`src/rtl/core/cljs_pkg.sv`:
```
`default_nettype none

package cljs_pkg;

  // Command codes of one input transfer
  typedef enum logic [2:0] {
    OP_ENQUEUE = 3'd0,
    OP_CANCEL  = 3'd1,
    OP_RETRY   = 3'd2,
    OP_START   = 3'd3,
    OP_FINISH  = 3'd4,
    OP_RECOVER = 3'd5
  } cljs_op_e;

  // Result codes
  typedef enum logic [2:0] {
    RES_OK          = 3'd0,
    RES_NOTHING     = 3'd1,
    RES_NOT_FOUND   = 3'd2,
    RES_TERMINAL    = 3'd3,
    RES_NOT_RETRY   = 3'd4,
    RES_BAD_FINAL   = 3'd5,
    RES_TABLE_FULL  = 3'd6,
    RES_QUEUE_FULL  = 3'd7
  } cljs_res_e;

  // Job status codes
  localparam logic [3:0] ST_QUEUED      = 4'd0;
  localparam logic [3:0] ST_DOWNLOADING = 4'd1;
  localparam logic [3:0] ST_MERGING     = 4'd2;
  localparam logic [3:0] ST_CONVERTING  = 4'd3;
  localparam logic [3:0] ST_VALIDATING  = 4'd4;
  localparam logic [3:0] ST_COMPLETED   = 4'd5;
  localparam logic [3:0] ST_FAILED      = 4'd6;
  localparam logic [3:0] ST_CANCELLED   = 4'd7;
  localparam logic [3:0] ST_INTERRUPTED = 4'd8;

  // Job kinds
  localparam logic [1:0] KIND_DOWNLOAD = 2'd0;
  localparam logic [1:0] KIND_CONVERT  = 2'd1;
  localparam logic [1:0] KIND_MERGE    = 2'd2;
  localparam logic [1:0] KIND_VALIDATE = 2'd3;

  localparam logic [1:0] FIN_INVALID = 2'd3;

  // Configuration register indexes
  localparam logic CFG_MAX_DOWNLOADS   = 1'b0;
  localparam logic CFG_MAX_CONVERSIONS = 1'b1;

  localparam int unsigned CfgWidth = 5;

  typedef struct packed {
    logic [2:0] operation;
    logic [1:0] job_kind;
    logic [3:0] job_slot;
    logic [1:0] final_state;
  } cljs_in_t;

  typedef struct packed {
    logic [2:0]  result_code;
    logic [3:0]  slot_out;
    logic [3:0]  job_status;
    logic [31:0] event_sequence;
    logic        event_valid;
    logic [4:0]  recovered_count;
  } cljs_out_t;

  // Sequencer states
  typedef enum logic [3:0] {
    S_IDLE,
    S_DECODE,
    S_CHECK,
    S_CN_RD,
    S_CN_WR,
    S_SN_RD,
    S_SN_KIND,
    S_SN_CHK,
    S_SH_RD,
    S_SH_WR,
    S_FN_EXEC,
    S_RC_RD,
    S_RC_WR,
    S_DONE
  } cljs_state_e;

  // Controller to datapath
  typedef struct packed {
    logic      load;
    logic      st_raddr_idx;
    logic      kd_raddr_cand;
    logic      cap_cand;
    logic      set_code;
    cljs_res_e code;
    logic      enq;
    logic      cn_mark;
    logic      cn_step;
    logic      cn_end;
    logic      retry;
    logic      sn_found;
    logic      sn_next;
    logic      sh_step;
    logic      sn_commit;
    logic      finish;
    logic      rc_step;
    logic      rc_end;
    logic      publish;
  } cljs_cmd_t;

  // Datapath to controller
  typedef struct packed {
    logic [2:0] op;
    logic       fin_bad;
    logic       slot_ok;
    logic       jobs_full;
    logic       pend_full;
    logic       st_terminal;
    logic       st_retryable;
    logic       more_fifo;
    logic       more_jobs;
    logic       startable;
    logic       out_free;
  } cljs_stat_t;

endpackage

`default_nettype wire

```
`src/rtl/core/cljs_ram.sv`:
```
`default_nettype none

module cljs_ram #(
  parameter int unsigned Width = 4,
  parameter int unsigned Depth = 16
) (
  input  wire logic                     clk_i,
  input  wire logic                     we_i,
  input  wire logic [$clog2(Depth)-1:0] waddr_i,
  input  wire logic [Width-1:0]         wdata_i,
  input  wire logic [$clog2(Depth)-1:0] raddr_i,
  output logic      [Width-1:0]         rdata_o
);

  logic [Width-1:0] mem_q [Depth];

  // One write port, one registered read port
  always_ff @(posedge clk_i) begin
    if (we_i) begin
      mem_q[waddr_i] <= wdata_i;
    end
    rdata_o <= mem_q[raddr_i];
  end

endmodule

`default_nettype wire

```
`src/rtl/core/cljs_ctrl.sv`:
```
`default_nettype none

module cljs_ctrl (
  input  wire logic                clk_i,
  input  wire logic                rst_ni,
  input  wire logic                in_valid_i,
  output logic                     in_stall_o,
  input  wire cljs_pkg::cljs_stat_t stat_i,
  output cljs_pkg::cljs_cmd_t      cmd_o
);
  import cljs_pkg::*;

  cljs_state_e state_q, state_d;

  always_ff @(posedge clk_i or negedge rst_ni) begin
    if (!rst_ni) begin
      state_q <= S_IDLE;
    end else begin
      state_q <= state_d;
    end
  end

  assign in_stall_o = (state_q != S_IDLE);

  // Next state and command decode
  always_comb begin
    state_d = state_q;
    cmd_o   = '0;
    cmd_o.code = RES_OK;
    case (state_q)
      S_IDLE: begin
        if (in_valid_i) begin
          cmd_o.load = 1'b1;
          state_d = S_DECODE;
        end
      end
      S_DECODE: begin
        state_d = S_DONE;
        case (stat_i.op)
          OP_ENQUEUE: begin
            if (stat_i.jobs_full) begin
              cmd_o.set_code = 1'b1;
              cmd_o.code = RES_TABLE_FULL;
            end else if (stat_i.pend_full) begin
              cmd_o.set_code = 1'b1;
              cmd_o.code = RES_QUEUE_FULL;
            end else begin
              cmd_o.enq = 1'b1;
            end
          end
          OP_CANCEL, OP_RETRY: begin
            if (!stat_i.slot_ok) begin
              cmd_o.set_code = 1'b1;
              cmd_o.code = RES_NOT_FOUND;
            end else begin
              state_d = S_CHECK;
            end
          end
          OP_START: state_d = S_SN_RD;
          OP_FINISH: begin
            if (stat_i.fin_bad) begin
              cmd_o.set_code = 1'b1;
              cmd_o.code = RES_BAD_FINAL;
            end else if (!stat_i.slot_ok) begin
              cmd_o.set_code = 1'b1;
              cmd_o.code = RES_NOT_FOUND;
            end else begin
              state_d = S_FN_EXEC;
            end
          end
          OP_RECOVER: state_d = S_RC_RD;
          default: begin
            cmd_o.set_code = 1'b1;
            cmd_o.code = RES_NOT_FOUND;
          end
        endcase
      end
      // Status of the addressed slot is now readable
      S_CHECK: begin
        state_d = S_DONE;
        if (stat_i.op == OP_CANCEL) begin
          if (stat_i.st_terminal) begin
            cmd_o.set_code = 1'b1;
            cmd_o.code = RES_TERMINAL;
          end else begin
            cmd_o.cn_mark = 1'b1;
            state_d = S_CN_RD;
          end
        end else if (!stat_i.st_retryable) begin
          cmd_o.set_code = 1'b1;
          cmd_o.code = RES_NOT_RETRY;
        end else if (stat_i.pend_full) begin
          cmd_o.set_code = 1'b1;
          cmd_o.code = RES_QUEUE_FULL;
        end else begin
          cmd_o.retry = 1'b1;
        end
      end
      // Cancel: compact the queue, dropping copies of the slot
      S_CN_RD: begin
        if (stat_i.more_fifo) begin
          state_d = S_CN_WR;
        end else begin
          cmd_o.cn_end = 1'b1;
          state_d = S_DONE;
        end
      end
      S_CN_WR: begin
        cmd_o.cn_step = 1'b1;
        state_d = S_CN_RD;
      end
      // Start-next: search the queue in order
      S_SN_RD: begin
        if (stat_i.more_fifo) begin
          state_d = S_SN_KIND;
        end else begin
          cmd_o.set_code = 1'b1;
          cmd_o.code = RES_NOTHING;
          state_d = S_DONE;
        end
      end
      S_SN_KIND: begin
        cmd_o.cap_cand = 1'b1;
        cmd_o.kd_raddr_cand = 1'b1;
        state_d = S_SN_CHK;
      end
      S_SN_CHK: begin
        if (stat_i.startable) begin
          cmd_o.sn_found = 1'b1;
          state_d = S_SH_RD;
        end else begin
          cmd_o.sn_next = 1'b1;
          state_d = S_SN_RD;
        end
      end
      // Close the gap left by the started entry
      S_SH_RD: begin
        if (stat_i.more_fifo) begin
          state_d = S_SH_WR;
        end else begin
          cmd_o.sn_commit = 1'b1;
          state_d = S_DONE;
        end
      end
      S_SH_WR: begin
        cmd_o.sh_step = 1'b1;
        state_d = S_SH_RD;
      end
      S_FN_EXEC: begin
        cmd_o.finish = 1'b1;
        state_d = S_DONE;
      end
      // Recover: walk every used slot
      S_RC_RD: begin
        if (stat_i.more_jobs) begin
          cmd_o.st_raddr_idx = 1'b1;
          state_d = S_RC_WR;
        end else begin
          cmd_o.rc_end = 1'b1;
          state_d = S_DONE;
        end
      end
      S_RC_WR: begin
        cmd_o.rc_step = 1'b1;
        state_d = S_RC_RD;
      end
      S_DONE: begin
        if (stat_i.out_free) begin
          cmd_o.publish = 1'b1;
          state_d = S_IDLE;
        end
      end
      default: state_d = S_IDLE;
    endcase
  end

`ifndef ASSERT_OFF
  a_publish_only_done: assert property (@(posedge clk_i) disable iff (!rst_ni)
    cmd_o.publish |=> (state_q == S_IDLE))
    else $error("publish did not return to idle");
  a_load_to_decode: assert property (@(posedge clk_i) disable iff (!rst_ni)
    cmd_o.load |=> (state_q == S_DECODE))
    else $error("accepted command not decoded");
  a_shift_after_found: assert property (@(posedge clk_i) disable iff (!rst_ni)
    cmd_o.sh_step |-> $past(state_q) == S_SH_RD)
    else $error("shift step out of sequence");
`endif

endmodule

`default_nettype wire

```
`src/rtl/core/cljs_dpath.sv`:
```
`default_nettype none

module cljs_dpath #(
  parameter int unsigned JOB_SLOTS     = 16,
  parameter int unsigned PENDING_DEPTH = 16
) (
  input  wire logic                          clk_i,
  input  wire logic                          rst_ni,
  input  wire cljs_pkg::cljs_in_t            in_data_i,
  input  wire logic                          cfg_we_i,
  input  wire logic                          cfg_index_i,
  input  wire logic [cljs_pkg::CfgWidth-1:0] cfg_wdata_i,
  input  wire cljs_pkg::cljs_cmd_t           cmd_i,
  output cljs_pkg::cljs_stat_t               stat_o,
  output logic                               out_valid_o,
  input  wire logic                          out_stall_i,
  output cljs_pkg::cljs_out_t                out_data_o
);
  import cljs_pkg::*;

  localparam int unsigned SW = $clog2(JOB_SLOTS);
  localparam int unsigned PA = $clog2(PENDING_DEPTH);
  localparam int unsigned JW = $clog2(JOB_SLOTS + 1);
  localparam int unsigned PW = $clog2(PENDING_DEPTH + 1);
  localparam int unsigned MaxD = (JOB_SLOTS > PENDING_DEPTH) ? JOB_SLOTS : PENDING_DEPTH;
  localparam int unsigned IW = $clog2(MaxD + 1);
  localparam int unsigned CW = JW + 4 + SW;

  // Captured command
  cljs_in_t in_q;

  // Control state
  logic [JW-1:0]       jobs_used_q;
  logic [PW-1:0]       pend_used_q;
  logic [4:0]          run_dl_q, run_cv_q;
  logic [31:0]         seq_q;
  logic [CfgWidth-1:0] max_dl_q, max_cv_q;
  logic [IW-1:0]       idx_q, wr_q;
  logic [4:0]          rec_q;
  logic                out_valid_q;

  // Working payload
  logic [SW-1:0] cand_q;
  logic [1:0]    kind_cap_q;
  cljs_res_e     res_code_q;
  logic [SW-1:0] res_slot_q;
  logic [3:0]    res_status_q;
  logic [31:0]   res_seq_q;
  logic          res_ev_q;
  logic [4:0]    res_rec_q;
  cljs_out_t     out_q;

  // Memory ports
  logic          st_we, kd_we, ff_we;
  logic [SW-1:0] st_waddr, st_raddr, kd_waddr, kd_raddr;
  logic [3:0]    st_wdata, st_rdata;
  logic [1:0]    kd_rdata;
  logic [PA-1:0] ff_waddr;
  logic [SW-1:0] ff_wdata, ff_rdata;

  logic [SW-1:0] slot_idx;
  logic          st_active, keep, emit;
  logic [3:0]    run_st, fin_st;
  logic [SW-1:0] pend_slot;

  assign slot_idx  = SW'(in_q.job_slot);
  assign st_active = (st_rdata >= ST_DOWNLOADING) && (st_rdata <= ST_VALIDATING);
  assign keep      = (ff_rdata != slot_idx);
  assign fin_st    = ST_COMPLETED + 4'(in_q.final_state);
  assign emit      = cmd_i.enq | cmd_i.cn_end | cmd_i.retry | cmd_i.sn_commit | cmd_i.finish;
  assign pend_slot = cmd_i.enq ? jobs_used_q[SW-1:0] : slot_idx;

  // Running status for the kind of the started job
  always_comb begin
    case (kind_cap_q)
      KIND_DOWNLOAD: run_st = ST_DOWNLOADING;
      KIND_MERGE:    run_st = ST_MERGING;
      KIND_CONVERT:  run_st = ST_CONVERTING;
      default:       run_st = ST_VALIDATING;
    endcase
  end

  // Status flags for the controller
  always_comb begin
    stat_o.op           = in_q.operation;
    stat_o.fin_bad      = (in_q.final_state == FIN_INVALID);
    stat_o.slot_ok      = (CW'(in_q.job_slot) < CW'(jobs_used_q));
    stat_o.jobs_full    = (jobs_used_q == JW'(JOB_SLOTS));
    stat_o.pend_full    = (pend_used_q == PW'(PENDING_DEPTH));
    stat_o.st_terminal  = (st_rdata >= ST_COMPLETED) && (st_rdata <= ST_CANCELLED);
    stat_o.st_retryable = (st_rdata == ST_FAILED) || (st_rdata == ST_CANCELLED) ||
                          (st_rdata == ST_INTERRUPTED);
    stat_o.more_fifo    = (idx_q < IW'(pend_used_q));
    stat_o.more_jobs    = (idx_q < IW'(jobs_used_q));
    stat_o.out_free     = !out_valid_q || !out_stall_i;
    if (CW'(cand_q) >= CW'(jobs_used_q)) begin
      stat_o.startable = 1'b0;
    end else if (kd_rdata == KIND_DOWNLOAD) begin
      stat_o.startable = (run_dl_q < max_dl_q);
    end else if (kd_rdata == KIND_CONVERT || kd_rdata == KIND_MERGE) begin
      stat_o.startable = (run_cv_q < max_cv_q);
    end else begin
      stat_o.startable = 1'b1;
    end
  end

  // Status table write port
  always_comb begin
    st_we    = 1'b1;
    st_waddr = slot_idx;
    st_wdata = ST_QUEUED;
    if (cmd_i.enq) begin
      st_waddr = jobs_used_q[SW-1:0];
    end else if (cmd_i.cn_mark) begin
      st_wdata = ST_CANCELLED;
    end else if (cmd_i.retry) begin
      st_wdata = ST_QUEUED;
    end else if (cmd_i.sn_commit) begin
      st_waddr = cand_q;
      st_wdata = run_st;
    end else if (cmd_i.finish) begin
      st_wdata = fin_st;
    end else if (cmd_i.rc_step && st_active) begin
      st_waddr = idx_q[SW-1:0];
      st_wdata = ST_INTERRUPTED;
    end else begin
      st_we = 1'b0;
    end
  end

  // Queue write port
  always_comb begin
    ff_we    = 1'b1;
    ff_waddr = wr_q[PA-1:0];
    ff_wdata = ff_rdata;
    if (cmd_i.enq || cmd_i.retry) begin
      ff_waddr = pend_used_q[PA-1:0];
      ff_wdata = pend_slot;
    end else if (cmd_i.sh_step || (cmd_i.cn_step && keep)) begin
      ff_wdata = ff_rdata;
    end else begin
      ff_we = 1'b0;
    end
  end

  assign kd_we    = cmd_i.enq;
  assign kd_waddr = jobs_used_q[SW-1:0];
  assign st_raddr = cmd_i.st_raddr_idx ? idx_q[SW-1:0] : slot_idx;
  assign kd_raddr = cmd_i.kd_raddr_cand ? ff_rdata : slot_idx;

  cljs_ram #(.Width(4), .Depth(JOB_SLOTS)) u_status_ram (
    .clk_i  (clk_i),
    .we_i   (st_we),
    .waddr_i(st_waddr),
    .wdata_i(st_wdata),
    .raddr_i(st_raddr),
    .rdata_o(st_rdata)
  );

  cljs_ram #(.Width(2), .Depth(JOB_SLOTS)) u_kind_ram (
    .clk_i  (clk_i),
    .we_i   (kd_we),
    .waddr_i(kd_waddr),
    .wdata_i(in_q.job_kind),
    .raddr_i(kd_raddr),
    .rdata_o(kd_rdata)
  );

  cljs_ram #(.Width(SW), .Depth(PENDING_DEPTH)) u_fifo_ram (
    .clk_i  (clk_i),
    .we_i   (ff_we),
    .waddr_i(ff_waddr),
    .wdata_i(ff_wdata),
    .raddr_i(idx_q[PA-1:0]),
    .rdata_o(ff_rdata)
  );

  // Counters, limits, scan indexes, output valid
  always_ff @(posedge clk_i or negedge rst_ni) begin
    if (!rst_ni) begin
      jobs_used_q <= '0;
      pend_used_q <= '0;
      run_dl_q    <= '0;
      run_cv_q    <= '0;
      seq_q       <= '0;
      max_dl_q    <= CfgWidth'(2);
      max_cv_q    <= CfgWidth'(1);
      idx_q       <= '0;
      wr_q        <= '0;
      rec_q       <= '0;
      out_valid_q <= 1'b0;
    end else begin
      if (cfg_we_i) begin
        if (cfg_index_i == CFG_MAX_DOWNLOADS) max_dl_q <= cfg_wdata_i;
        else max_cv_q <= cfg_wdata_i;
      end
      if (cmd_i.load) begin
        idx_q <= '0;
        wr_q  <= '0;
        rec_q <= '0;
      end
      if (emit) seq_q <= seq_q + 32'd1;
      if (cmd_i.enq) begin
        jobs_used_q <= jobs_used_q + JW'(1);
        pend_used_q <= pend_used_q + PW'(1);
      end
      if (cmd_i.retry) pend_used_q <= pend_used_q + PW'(1);
      if (cmd_i.cn_step) begin
        idx_q <= idx_q + IW'(1);
        if (keep) wr_q <= wr_q + IW'(1);
      end
      if (cmd_i.cn_end) pend_used_q <= PW'(wr_q);
      if (cmd_i.sn_next) idx_q <= idx_q + IW'(1);
      if (cmd_i.sn_found) begin
        wr_q  <= idx_q;
        idx_q <= idx_q + IW'(1);
      end
      if (cmd_i.sh_step) begin
        wr_q  <= wr_q + IW'(1);
        idx_q <= idx_q + IW'(1);
      end
      if (cmd_i.sn_commit) begin
        pend_used_q <= pend_used_q - PW'(1);
        if (kind_cap_q == KIND_DOWNLOAD) run_dl_q <= run_dl_q + 5'd1;
        else if (kind_cap_q == KIND_CONVERT || kind_cap_q == KIND_MERGE) begin
          run_cv_q <= run_cv_q + 5'd1;
        end
      end
      if (cmd_i.finish) begin
        if (kd_rdata == KIND_DOWNLOAD && run_dl_q != 5'd0) begin
          run_dl_q <= run_dl_q - 5'd1;
        end else if ((kd_rdata == KIND_CONVERT || kd_rdata == KIND_MERGE) &&
                     run_cv_q != 5'd0) begin
          run_cv_q <= run_cv_q - 5'd1;
        end
      end
      if (cmd_i.rc_step) begin
        idx_q <= idx_q + IW'(1);
        if (st_active) rec_q <= rec_q + 5'd1;
      end
      if (cmd_i.rc_end) begin
        run_dl_q <= '0;
        run_cv_q <= '0;
      end
      if (cmd_i.publish) out_valid_q <= 1'b1;
      else if (!out_stall_i) out_valid_q <= 1'b0;
    end
  end

  // Result payload
  always_ff @(posedge clk_i) begin
    if (cmd_i.load) begin
      in_q         <= in_data_i;
      res_code_q   <= RES_OK;
      res_slot_q   <= '0;
      res_status_q <= ST_QUEUED;
      res_seq_q    <= '0;
      res_ev_q     <= 1'b0;
      res_rec_q    <= '0;
    end
    if (cmd_i.set_code) res_code_q <= cmd_i.code;
    if (cmd_i.cap_cand) cand_q <= ff_rdata;
    if (cmd_i.sn_found) kind_cap_q <= kd_rdata;
    if (emit) begin
      res_seq_q <= seq_q + 32'd1;
      res_ev_q  <= 1'b1;
    end
    if (cmd_i.enq) begin
      res_slot_q   <= jobs_used_q[SW-1:0];
      res_status_q <= ST_QUEUED;
    end
    if (cmd_i.cn_mark) begin
      res_slot_q   <= slot_idx;
      res_status_q <= ST_CANCELLED;
    end
    if (cmd_i.retry) begin
      res_slot_q   <= slot_idx;
      res_status_q <= ST_QUEUED;
    end
    if (cmd_i.sn_commit) begin
      res_slot_q   <= cand_q;
      res_status_q <= run_st;
    end
    if (cmd_i.finish) begin
      res_slot_q   <= slot_idx;
      res_status_q <= fin_st;
    end
    if (cmd_i.rc_end) res_rec_q <= rec_q;
    if (cmd_i.publish) begin
      out_q.result_code     <= res_code_q;
      out_q.slot_out        <= 4'(res_slot_q);
      out_q.job_status      <= res_status_q;
      out_q.event_sequence  <= res_seq_q;
      out_q.event_valid     <= res_ev_q;
      out_q.recovered_count <= res_rec_q;
    end
  end

  assign out_valid_o = out_valid_q;
  assign out_data_o  = out_q;

`ifndef ASSERT_OFF
  a_pend_bound: assert property (@(posedge clk_i) disable iff (!rst_ni)
    pend_used_q <= PW'(PENDING_DEPTH))
    else $error("pending count beyond depth");
  a_jobs_bound: assert property (@(posedge clk_i) disable iff (!rst_ni)
    jobs_used_q <= JW'(JOB_SLOTS))
    else $error("job count beyond table");
  a_no_overwrite: assert property (@(posedge clk_i) disable iff (!rst_ni)
    cmd_i.publish |-> (!out_valid_q || !out_stall_i))
    else $error("result overwritten while stalled");
  a_event_ok: assert property (@(posedge clk_i) disable iff (!rst_ni)
    out_valid_q && out_q.event_valid |-> out_q.result_code == RES_OK)
    else $error("event with error code");
`endif

endmodule

`default_nettype wire

```
`src/rtl/core/class_limited_job_scheduler_core.sv`:
```
`default_nettype none

// Channel   Direction  Handshake                 Payload
// in        input      in_valid_i / in_stall_o   in_data_i  (cljs_in_t)
// out       output     out_valid_o / out_stall_i out_data_o (cljs_out_t)
// cfg       input      cfg_we_i                  cfg_index_i, cfg_wdata_i
//
// One command at a time; in_stall_o is held until its result is published.
// Cancel compacts the pending queue; start-next searches it in order and shifts
// the entries behind the started one up; recover walks every used status slot.
// These scans use the one read port of the pending queue and status memories.
// Asynchronous active-low reset clears counters and reloads the limits;
// memories are not cleared. A held result does not block the next transfer in.

module class_limited_job_scheduler_core #(
  parameter int unsigned JOB_SLOTS     = 16,
  parameter int unsigned PENDING_DEPTH = 16
) (
  input  wire logic                          clk_i,
  input  wire logic                          rst_ni,
  input  wire logic                          in_valid_i,
  output logic                               in_stall_o,
  input  wire cljs_pkg::cljs_in_t            in_data_i,
  output logic                               out_valid_o,
  input  wire logic                          out_stall_i,
  output cljs_pkg::cljs_out_t                out_data_o,
  input  wire logic                          cfg_we_i,
  input  wire logic                          cfg_index_i,
  input  wire logic [cljs_pkg::CfgWidth-1:0] cfg_wdata_i
);
  import cljs_pkg::*;

  cljs_cmd_t  cmd;
  cljs_stat_t stat;

  // Sequencer
  cljs_ctrl u_ctrl (
    .clk_i     (clk_i),
    .rst_ni    (rst_ni),
    .in_valid_i(in_valid_i),
    .in_stall_o(in_stall_o),
    .stat_i    (stat),
    .cmd_o     (cmd)
  );

  // Tables, queue and counters
  cljs_dpath #(
    .JOB_SLOTS    (JOB_SLOTS),
    .PENDING_DEPTH(PENDING_DEPTH)
  ) u_dpath (
    .clk_i      (clk_i),
    .rst_ni     (rst_ni),
    .in_data_i  (in_data_i),
    .cfg_we_i   (cfg_we_i),
    .cfg_index_i(cfg_index_i),
    .cfg_wdata_i(cfg_wdata_i),
    .cmd_i      (cmd),
    .stat_o     (stat),
    .out_valid_o(out_valid_o),
    .out_stall_i(out_stall_i),
    .out_data_o (out_data_o)
  );

endmodule

`default_nettype wire
```
`config.mk`:
```
export PLATFORM = sky130hd
export DESIGN_NAME = class_limited_job_scheduler_core
export DESIGN_NICKNAME = d
export VERILOG_FILES = /design/src/rtl/core/cljs_pkg.sv /design/src/rtl/core/cljs_ram.sv /design/src/rtl/core/cljs_ctrl.sv /design/src/rtl/core/cljs_dpath.sv /design/src/rtl/core/class_limited_job_scheduler_core.sv
export SDC_FILE = /design/constraint.sdc
export NUM_CORES = 1
export LEC_CHECK = 0
export BUFFER_PORTS_ARGS = -buffer_cell sky130_fd_sc_hd__buf_2
export CAP_MARGIN = 20
export CORE_ASPECT_RATIO = 0.7
export CORE_MARGIN = 1.5
export CORE_UTILIZATION = 45
export CTS_CLUSTER_SIZE = 14
export DETAILED_ROUTE_END_ITERATION = 12
export PLACE_DENSITY = 0.74
export RECOVER_POWER = 100
export SETUP_SLACK_MARGIN = 0.3
export SKIP_CTS_REPAIR_TIMING = 1
export SYNTH_ARGS = -nofsm -noshare
export SYNTH_HDL_FRONTEND = slang
export SYNTH_SLANG_ARGS = --single-unit
```
`constraint.sdc`:
```
create_clock -name clk_i -period 4.58 [get_ports clk_i]
set_input_delay 0.687 -clock clk_i [delete_from_list [all_inputs] [get_ports clk_i]]
set_output_delay 0.687 -clock clk_i [all_outputs]
set_load 0.005 [all_outputs]
```
==> metrics.txt, run 1 <==
final number of max-transition violations 204; DRT antenna net count 0; Die ar. 0.0404 sq mm; worst-margin pin slew 3.33 ns; DR vias 11800; Nets 1554; most frequent cell after synthesis edfxtp_1; initial antenna violation count 1; CTS Buffer Depth 3; Initial DRT Pass Iterations 6; Root Buffer clkbuf_16; top post-synthesis cells by count 274 x edfxtp_1, 129 x nor2_1, 117 x nand2_1; fin crit share 0.867; Synth Flop Type edfxtp_1; core area 0.0385 sq mm; number of global-route vias before repair 11200; # H-tree levels 2; crit path capture type flip-flop; HPWL after DPL 27300 um; failing checks max-capacitance violations, max-slew violations; post-synth net total 1496; DR vias/cell 5.79; Max-Cap Viols 4; Worst Hold Class in2reg; skew final 0.0164 ns; 1st-iter DRT viols 1367; cts bufs inserted 37; Yosys reg bits 367; Yosys top cell by area edfxtp_1; Max-slew headroom -1.22; Sink Count 367; final worst path period need 3.97 ns; Yosys cell types 91; Die H 169 um; Area Overhead vs Synth 11.0%; total of warnings raised by yosys 0; routability cong. 0.934; Row Count 60; maximum vdd drop 0.347 mV; GR Overflow Total 0; pre-CTS WS 0.903 ns; IO Count 73; P_leak 7.11 nW; Worst-path clk slew 0.07 ns; outcome finished, violations left; CP Launch Type flip-flop; Design Power 11.3 mW; setup TNS 0 ns; diode count 0; # port buffers 72; Power Dens Cells 575 mW/mm^2; asr flop ratio synth 0.223; FMAX 252 MHz; final core utilization 0.509; CP arrival 4.15 ns; GR Util All Layers 0.200; setup ws final 0.611 ns; unrepaired setup endpoints after global routing no; share of the synthesized area in the top cell type 0.466; CTS tree built; Routed WL 40200 um; largest net degree at the start of global routing 87; Mapped Cells 1432; synthesized area per cell 12.3 sq um; layout cell share with drive strength beyond 1 0.108; first-pass GRT wire length 62800 um; crit path max fanout 9; reg2reg path depth 9; number of synthesized flops with an enable pin 274; DR DRC count 0; # setup viols final 0; Initial Util 0.458; Clock Latency Late Sink 0.55 ns; Seq/Total Area, Yosys 0.595; Netlist Area Pre-Place 0.0176 sq mm; Worst Path Required 4.76 ns; Die Width 240 um; hold violation total from the final report 0; Synth area leaders edfxtp_1 47%, dfrtp_1 11%, mux4_2 3.6%; hold depth 1; routed length per placed instance 19.6 um; Critical Setup Path Class reg2reg
-- flip-flops by register name, summed over array words and instances (netlist names), 5 cells and up --
name                        count
u_dpath.run_dl_q                5
u_dpath.u_fifo_ram.mem_q       64
u_dpath.u_status_ram.mem_q     64
u_dpath.wr_q                    5
u_dpath.u_kind_ram.mem_q       32
u_dpath.jobs_used_q             5
u_dpath.seq_q                  32
u_dpath.out_data_o             49
u_dpath.res_seq_q              32
u_dpath.run_cv_q                5
u_dpath.res_rec_q               5
u_dpath.pend_used_q             5
u_dpath.max_dl_q                5
u_dpath.rec_q                   5
u_dpath.max_cv_q                5
u_dpath.idx_q                   5
-- routing by layer --
metal / vias up / track usage / share of wire
li1: 5486 / - / -
met4: 2 / 0.0432 / 0.016
met2: 531 / 0.290 / 0.42
met3: 60 / 0.0501 / 0.097
met1: 5758 / 0.302 / 0.47
met5: - / 0 / 0.00020
-- path summary, 6_finish.rpt --
| path | slack (ns) | startpoint | endpoint |
|---|---|---|---|
| worst min-delay path | 0.32 | in_data_i[3] | u_dpath.slot_idx[1] |
| worst min register to register | 0.42 | u_dpath.res_seq_q[17] | u_dpath.out_data_o[23] |
| min in group asynchronous | 1.24 | rst_ni | u_dpath.seq_q[16] |
| worst max register to register | 0.61 | u_dpath.pend_used_q[2] | u_dpath.u_status_ram.mem_q[15][2] |
| worst max-delay path | 0.61 | u_dpath.pend_used_q[2] | u_dpath.u_status_ram.mem_q[15][2] |
| max in group asynchronous | 1.23 | rst_ni | u_dpath.idx_q[0] |
-- logic make-up after synthesis --
group	synth area share
multiplexers	0.0501
AO/OA/AOI/OAI	0.102
AND/OR/NAND/NOR	0.143
flip-flops	0.595
XOR/XNOR	0.0417
buffers and inverters	0.0384
adder cells (fa/ha/maj)	0.0298
-- cell usage in the layout, fill, tap and decap left out, types with 28 or more instances in the layout --
cell type / Yosys / layout
nor2_1: 129 / 130
o21ai_0: 29 / 31
nand2b_1: 44 / 44
o311ai_0: 32 / 32
dfrtp_1: 80 / 79
clkbuf_16: 0 / 37
nor3_1: 36 / 37
nand4_1: 49 / 49
a22o_1: 34 / 34
buf_2: 17 / 38
xor2_1: 45 / 45
mux4_2: 28 / 28
nand3_1: 43 / 43
clkbuf_1: 40 / 52
ha_1: 42 / 42
edfxtp_1: 274 / 274
nand2_1: 117 / 116
inv_1: 80 / 80
xnor2_1: 39 / 39
-- cell type report --
| cell class | count | area, sq um |
|---|---|---|
| fillers | 3246 | 18900 |
| flip-flops and latches | 367 | 10500 |
| multi-input cells | 907 | 6410 |
| clock buffers | 46 | 970 |
| well taps | 527 | 659 |
| repair buffers | 96 | 450 |
| inverters | 81 | 304 |
| clock inverters | 22 | 294 |
-- per-stage QoR --
step / hold WS (ns) / area (sq um) / cells
finish: 0.322 / 19600 / 2046
global route: 0.310 / 19600 / 2046
CTS: 0.235 / 19800 / 2046
detailed placement: 0.405 / 18500 / 1978
global placement: 0.401 / 18500 / 1978
floorplan: 0.391 / 17700 / 1432
-- worst max-delay path, stage by stage, from the launching register on --
cell	delay, ns
dfrtp_1	0.48
inv_1	0.13
ha_1	0.31
a21o_1	0.11
a31oi_1	0.05
o21ai_0	0.82
nand2_1	0.37
a32oi_1	0.33
mux2i_1	0.34
nor3_1	0.66
-- where the power goes --
part	switching [mW]	internal (mW)
sequential	0.511	4.46
clock	1.31	1.86
combinational	1.99	1.12
total	3.81	7.45
Power figures use the tool's default switching activity.
==> run 2, diff against run 1 <==
--- a/config.mk
+++ b/config.mk
@@ -5,14 +5,16 @@
 export SDC_FILE = /design/constraint.sdc
 export NUM_CORES = 1
 export LEC_CHECK = 0
+export ABC_AREA = 1
 export BUFFER_PORTS_ARGS = -buffer_cell sky130_fd_sc_hd__buf_2
 export CAP_MARGIN = 20
 export CORE_ASPECT_RATIO = 0.7
 export CORE_MARGIN = 1.5
 export CORE_UTILIZATION = 45
+export CTS_BUF_LIST = sky130_fd_sc_hd__clkbuf_8 sky130_fd_sc_hd__clkbuf_16
 export CTS_CLUSTER_SIZE = 14
 export DETAILED_ROUTE_END_ITERATION = 12
-export PLACE_DENSITY = 0.74
+export PLACE_DENSITY = 0.71
 export RECOVER_POWER = 100
 export SETUP_SLACK_MARGIN = 0.3
 export SKIP_CTS_REPAIR_TIMING = 1
==> constraint.sdc (replaced) <==
create_clock -name clk_i -period 3.9 [get_ports clk_i]
set_input_delay 0.585 -clock clk_i [delete_from_list [all_inputs] [get_ports clk_i]]
set_output_delay 0.585 -clock clk_i [all_outputs]
set_load 0.005 [all_outputs]
==> run 2 against run 1 <==
Net effect:
- the flow still finishes with violations (max-capacitance violations, max-slew violations)
- power grew 16%
- combinational power grew 19%
- sequential cell count did not move
- critical path depth grew 3
- maximum frequency up 15%
- utilization grew 0.68 points
- final area decreased by 1.3%
- non-clock buffer count is 2 lower
- critical endpoint is now u_dpath.u_status_ram.rdata_o[0]
- largest cell class unchanged
- highest routed layer is now met4
==> metrics.txt, run 2 <==
outcome finished, violations left; failing checks max-capacitance violations, max-slew violations; Nets 1881 (+21%); Yosys cell types 51 (-44%); crit path max fanout 25 (+16); Max-Cap Viols 1 (-3); Die H 167 um (-0.97%); Critical Setup Path Class reg2reg; Clock Latency Late Sink 0.54 ns (about the same); Post-Place Cells 2266 (+15%); Sink Count 367 (unchanged); routed length per placed instance 16.8 um (-14%); Max-slew headroom -0.288 (+0.932); Row Count 59 (-1.7%); Worst Hold Class in2reg; worst-margin pin slew 1.93 ns (-1.40 ns); number of global-route vias before repair 11600 (+3.1%); Die ar. 0.0396 sq mm (-1.9%); P_leak 8.29 nW (+17%); Yosys reg bits 367 (unchanged); cts bufs inserted 37 (unchanged); final worst path period need 3.44 ns (-0.532 ns); Area Overhead vs Synth 11.8%; Reg2Reg Setup Slack 0.46 ns (-0.15 ns); Routed WL 39300 um (-2.2%); share of the synthesized area in the top cell type 0.476 (+0.00937); GR Overflow Total 0 (unchanged); largest family of logic cells by synthesized area simple AND/OR/NAND/NOR gates; maximum vdd drop 0.336 mV (-3.2%); HPWL after DPL 27900 um (+2.4%); post-route insts no fill 2333 (+14%); setup TNS 0 ns (unchanged); synthesized area per cell 10.1 sq um (-18%); routability cong. 0.935 (about the same); skew final 0.0161 ns (-0.000233 ns); DR vias/cell 5.27 (-9.0%); mux share of post-synthesis cell area 0 (-0.0501); # H-tree levels 2 (unchanged); top post-synthesis cells by count 329 x nand2_1, 274 x edfxtp_1, 248 x inv_1; hold depth 1 (unchanged); GR Util All Layers 0.198 (-0.00127); core area 0.0375 sq mm (-2.6%); commonest non-fill, non-tap cell in the layout nand2_1; Netlist Area Pre-Place 0.0173 sq mm (-2.0%); crit path capture type flip-flop; # setup viols final 0 (unchanged); Worst Path Required 4.32 ns (-0.44 ns); total of warnings raised by yosys 0 (unchanged); worst hold start in_data_i[2]; Yosys top cell by area edfxtp_1; Synth area leaders edfxtp_1 48%, dfrtp_1 12%, nand2_1 7.1%; IO Count 73 (unchanged); 1st-iter DRT viols 1292 (-5.5%); Compound-Gate Fraction of Synth Area 0.0810 (-0.0207); first-pass GRT wire length 62200 um (-0.90%); DR vias 12300 (+3.8%); fin crit share 0.881 (+0.0148); CTS Buffer Depth 3 (unchanged); unrepaired setup endpoints after global routing no; Post-Synth XOR/XNOR Area 0.0253 (-0.0164); Post-Synth Adder-Cell Area 0.0304 (+0.000599); Worst-path clk slew 0.06 ns (about the same); Initial DRT Pass Iterations 5 (-1); final core utilization 0.516 (+0.00678); FMAX 291 MHz (+15%); Hold EP u_dpath.slot_idx[0]; Critical R2R Launch u_dpath.idx_q[1]; reg2reg path depth 12 (+3); Synth Flop Type edfxtp_1; Mapped Cells 1721 (+20%); Initial Util 0.461 (+0.00308); diode count 0 (unchanged); Root Buffer clkbuf_16; final number of max-transition violations 74 (-64%); CP Launch Type flip-flop; Die Width 237 um (-0.98%); layout cell share with drive strength beyond 1 0.0883 (-0.0196); DRT antenna net count 0 (unchanged); post-synth net total 1785 (+19%); CTS tree built; commonest cells after routing, fill and taps aside 334 x nand2_1, 274 x edfxtp_1, 256 x inv_1; worst reg2reg endpoint u_dpath.u_status_ram.rdata_o[0]; Simple-Gate Fraction of Synth Area 0.184 (+0.0405); initial antenna violation count 0 (-1); number of synthesized flops with an enable pin 274 (unchanged); Seq/Total Area, Yosys 0.607 (+0.0120); DR DRC count 0 (unchanged); # port buffers 72 (unchanged); most frequent cell after synthesis nand2_1; CP arrival 3.86 ns (-0.29 ns); largest net degree at the start of global routing 74 (-15%); Hold WS 0.232 ns (-0.0902 ns); Power Dens Cells 673 mW/mm^2 (+17%); hold violation total from the final report 0 (unchanged); asr flop ratio synth 0.223 (unchanged)
==> run 2: cell types whose count changed in the layout (fill, tap and decap cells not counted), moves of 32 or more <==
cell,previous run,this run
a22o_1,34,0
nand2b_1,44,0
o21ai_0,31,150
nand3_1,43,147
inv_1,80,256
nand2_1,116,334
o311ai_0,32,0
nand4_1,49,17
xnor2_1,39,7
==> run 2: logic make-up (layout without fill, tap and decap cells) <==
logic type | count (synthesis) | after routing
xor+xnor | 50 | 50
compound gates | 245 | 245
buf+inv | 304 | 428
fa+ha+maj | 42 | 42
flops | 367 | 367
simple gates | 713 | 713
==> run 2: through the flow <==
stage | power, mW | setup WS, ns | cell area, sq um
5_1_grt | 13.8 | 0.265 | 19300
3_5_place_dp | 9.49 | 0.835 | 18200
4_1_cts | 13.1 | 0.813 | 19500
6_report | 13.0 | 0.463 | 19300
3_3_place_gp | 9.39 | 0.958 | 18200
2_1_floorplan | 8.29 | 0.661 | 17300
==> run 2: area by class of cell <==
class                      instances  area (sq um)
tap                              488           611
multi-input combinational       1050          5520
inverter                         267          1010
clock buffer                      40           990
fill                            3326         18200
clock inverter                    27           263
timing repair buffer              94           439
sequential                       367         10500
==> run 2: worst max path at each step <==
stage | to | depth (start not counted) | startpoint | slack [ns]
4_1_cts | u_dpath.u_fifo_ram.mem_q[4][1] | 10 | u_dpath.jobs_used_q[1] | 0.81
5_1_grt | u_dpath.u_status_ram.mem_q[10][2] | 12 | u_dpath.jobs_used_q[0] | 0.26
2_1_floorplan | u_dpath.out_data_o[0] | 5 | u_ctrl.state_q[1] | 0.66
3_5_place_dp | u_dpath.u_fifo_ram.mem_q[4][1] | 10 | u_dpath.jobs_used_q[1] | 0.84
6_report | u_dpath.u_status_ram.rdata_o[0] | 12 | u_dpath.idx_q[1] | 0.46
3_3_place_gp | u_dpath.res_seq_q[17] | 13 | u_dpath.pend_used_q[2] | 0.96
==> run 2: power breakdown <==
part	total (mW)	internal (mW)	switching, mW	leakage [nW]
Clock	3.63	2.12	1.51	0.626
Sequential	5.68	5.24	0.441	3.69
Combinational	3.71	1.05	2.66	3.97
==> run 2: critical path, stage by stage (launching register included) <==
cell and delay (ns):
dfrtp_1 0.37, clkbuf_1 0.87, ha_1 0.39, nand2_1 0.06, nor2_1 0.04, nand2_1 0.16, nand4_1 0.45, nand2_4 0.44
nand2_1 0.09, nand3_1 0.08, nand3_1 0.13, nand3_1 0.15, nand2_1 0.06
==> run 2: per-layer routing <==
| layer | GRT usage | share of wire | vias to the layer above |
|---|---|---|---|
| met3 | 0.0381 | 0.080 | 64 |
| met2 | 0.297 | 0.43 | 446 |
| met1 | 0.297 | 0.47 | 5804 |
| li1 | - | - | 5972 |
| met5 | 0 | 0 | - |
| met4 | 0.0493 | 0.020 | 0 |
==> run 3, diff against run 2 <==
--- a/config.mk
+++ b/config.mk
@@ -10,11 +10,11 @@
 export CAP_MARGIN = 20
 export CORE_ASPECT_RATIO = 0.7
 export CORE_MARGIN = 1.5
-export CORE_UTILIZATION = 45
+export CORE_UTILIZATION = 29
 export CTS_BUF_LIST = sky130_fd_sc_hd__clkbuf_8 sky130_fd_sc_hd__clkbuf_16
 export CTS_CLUSTER_SIZE = 14
 export DETAILED_ROUTE_END_ITERATION = 12
-export PLACE_DENSITY = 0.71
+export PLACE_DENSITY = 0.54
 export RECOVER_POWER = 100
 export SETUP_SLACK_MARGIN = 0.3
 export SKIP_CTS_REPAIR_TIMING = 1
==> run 3 against run 2 <==
Net effect:
- the flow still finishes with violations (max-capacitance violations, max-slew violations)
- utilization is 18 points lower
- sequential power hardly changed
- sequential cell count stayed put
- sequential share of layout area is 1.2 points lower
- via count is 0.55% higher
- critical path depth stayed put
- register-to-register slack worse by 0.02 ns
- clock-buffer cell count is 6 higher
- maximum frequency is 0.66% lower
- clock power is 3% higher
- power is 1.3% higher
- clock skew is 0.011 ns higher
- critical path type unchanged
- critical endpoint unchanged
==> metrics.txt, run 3 (same netlist as run 2, synthesis figures left out) <==
CP Launch Type flip-flop; routability cong. 0.934 (-0.11%); Power Dens Cells 667 mW/mm^2 (-0.91%); CTS tree built; diode count 0 (unchanged); GR Util All Layers 0.138 (-0.0600); GR Overflow Total 0 (unchanged); Row Count 74 (+25%); DR vias/cell 4.66 (-11%); # setup viols final 0 (unchanged); reg2reg path depth 12 (unchanged); Clock Latency Late Sink 0.55 ns (about the same); number of global-route vias before repair 11700 (+1.4%); largest net degree at the start of global routing 62 (-16%); commonest cells after routing, fill and taps aside 333 x nand2_1, 274 x edfxtp_1, 259 x inv_1; final number of max-transition violations 62 (-16%); # H-tree levels 2 (unchanged); Routed WL 42500 um (+8.2%); DRT antenna net count 0 (unchanged); 1st-iter DRT viols 1336 (+3.4%); setup TNS 0 ns (unchanged); skew final 0.0274 ns (+0.0113 ns); Die H 207 um (+24%); final worst path period need 3.46 ns (+0.0227 ns); Critical Setup Path Class reg2reg; Worst Path Required 4.33 ns (about the same); worst-margin pin slew 1.71 ns (-0.227 ns); failing checks max-capacitance violations, max-slew violations; Initial Util 0.295 (-0.166); hold violation total from the final report 0 (unchanged); # port buffers 72 (unchanged); crit path from u_dpath.idx_q[1]; Max-Cap Viols 1 (unchanged); Worst-path clk slew 0.06 ns (about the same); P_leak 8.32 nW (+0.44%); Sink Count 367 (unchanged); Area Overhead vs Synth 14.2%; commonest non-fill, non-tap cell in the layout nand2_1; worst reg2reg endpoint u_dpath.u_status_ram.rdata_o[0]; crit path capture type flip-flop; outcome finished, violations left; DR vias 12400 (+0.55%); initial antenna violation count 1 (+1); core area 0.0586 sq mm (+56%); cts bufs inserted 39 (+5.4%); crit path max fanout 25 (unchanged); unrepaired setup endpoints after global routing no; Critical R2R Launch u_dpath.idx_q[1]; first-pass GRT wire length 66400 um (+6.7%); Root Buffer clkbuf_16; Post-Place Cells 2578 (+14%); HPWL after DPL 30600 um (+9.7%); FMAX 289 MHz (-0.66%); Max-slew headroom -0.137 (+0.151); IO Count 73 (unchanged); crit path to u_dpath.u_status_ram.rdata_o[0]; Fill cells 5919 (+78%); Reg2Reg Setup Slack 0.44 ns (-0.02 ns); post-route insts no fill 2649 (+14%); Nets 1885 (+0.21%); maximum vdd drop 0.333 mV (-0.78%); CP arrival 3.89 ns (+0.03 ns); routed length per placed instance 16.0 um (-4.7%); Initial DRT Pass Iterations 7 (+2); fin crit share 0.887 (+0.00581); Worst Hold Class in2reg; layout cell share with drive strength beyond 1 0.0902 (+0.00187); Die Width 295 um (+24%); Die ar. 0.0612 sq mm (+54%); CTS Buffer Depth 3 (unchanged); DR DRC count 0 (unchanged)
==> run 3: cell types whose count changed in the layout (fill, tap and decap cells not counted), sizes merged <==
cell	previous run	this run
clkbuf	84	90
buf	50	52
clkinv	15	14
bufinv	4	3
==> run 3: layer usage <==
| layer | global-route usage | wire length [um] | vias to the layer above |
|---|---|---|---|
| li1 | - | - | 5982 |
| met1 | 0.211 | 21000 | 5910 |
| met2 | 0.199 | 17500 | 407 |
| met3 | 0.0282 | 3200 | 51 |
| met4 | 0.0315 | 689 | 4 |
| met5 | 0.00865 | 92 | - |
==> run 3: power by group <==
part	switching, mW	leakage, nW	total, mW	internal [mW]
clock	1.54	0.667	3.74	2.20
sequential	0.452	3.69	5.70	5.25
combinational	2.71	3.97	3.75	1.04
==> run 3: how the worst min path moves through the flow <==
stage	slack (ns)	startpoint	end	cells past startpoint
6_report	0.22	in_data_i[8]	u_dpath.stat_o[10]	1
5_1_grt	0.20	in_data_i[8]	u_dpath.stat_o[10]	1
4_1_cts	0.17	rst_ni	u_dpath.seq_q[6]	1
3_5_place_dp	0.40	u_dpath.res_seq_q[11]	u_dpath.out_data_o[17]	0
3_3_place_gp	0.40	u_dpath.res_seq_q[11]	u_dpath.out_data_o[17]	0
2_1_floorplan	0.29	rst_ni	u_ctrl.state_q[0]	0
==> run 3: metrics by stage <==
step,area (sq um),util,worst slack (ns),total power [mW],hold WS (ns)
after global placement,18600,0.317,0.813,9.56,0.405
after detailed placement,18600,0.317,0.669,9.61,0.405
final,19800,0.337,0.440,13.2,0.221
after floorplan,17300,-,0.661,8.29,0.289
after CTS,19900,0.340,0.685,13.4,0.172
after global routing,19800,0.337,0.198,14.0,0.198
==> run 3: worst max-delay path, stage by stage, from the launching register on <==
cell	delay (ns)
dfrtp_1	0.35
clkbuf_1	0.85
ha_1	0.39
nand2_1	0.06
nor2_1	0.04
nand2_1	0.17
nand4_1	0.40
nand2_2	0.57
nand2_1	0.11
nand3_1	0.10
nand3_1	0.13
nand3_1	0.11
nand2_1	0.07
==> run 3: area by class of cell <==
cell class	count	area (sq um)	share of cell area
clock buffer	46	1080	0.0548
clock inverter	25	225	0.0114
inverter	267	1010	0.0510
multi-input combinational	1050	5490	0.278
sequential	367	10500	0.532
tap	798	998	0.0505
timing repair buffer	96	449	0.0227
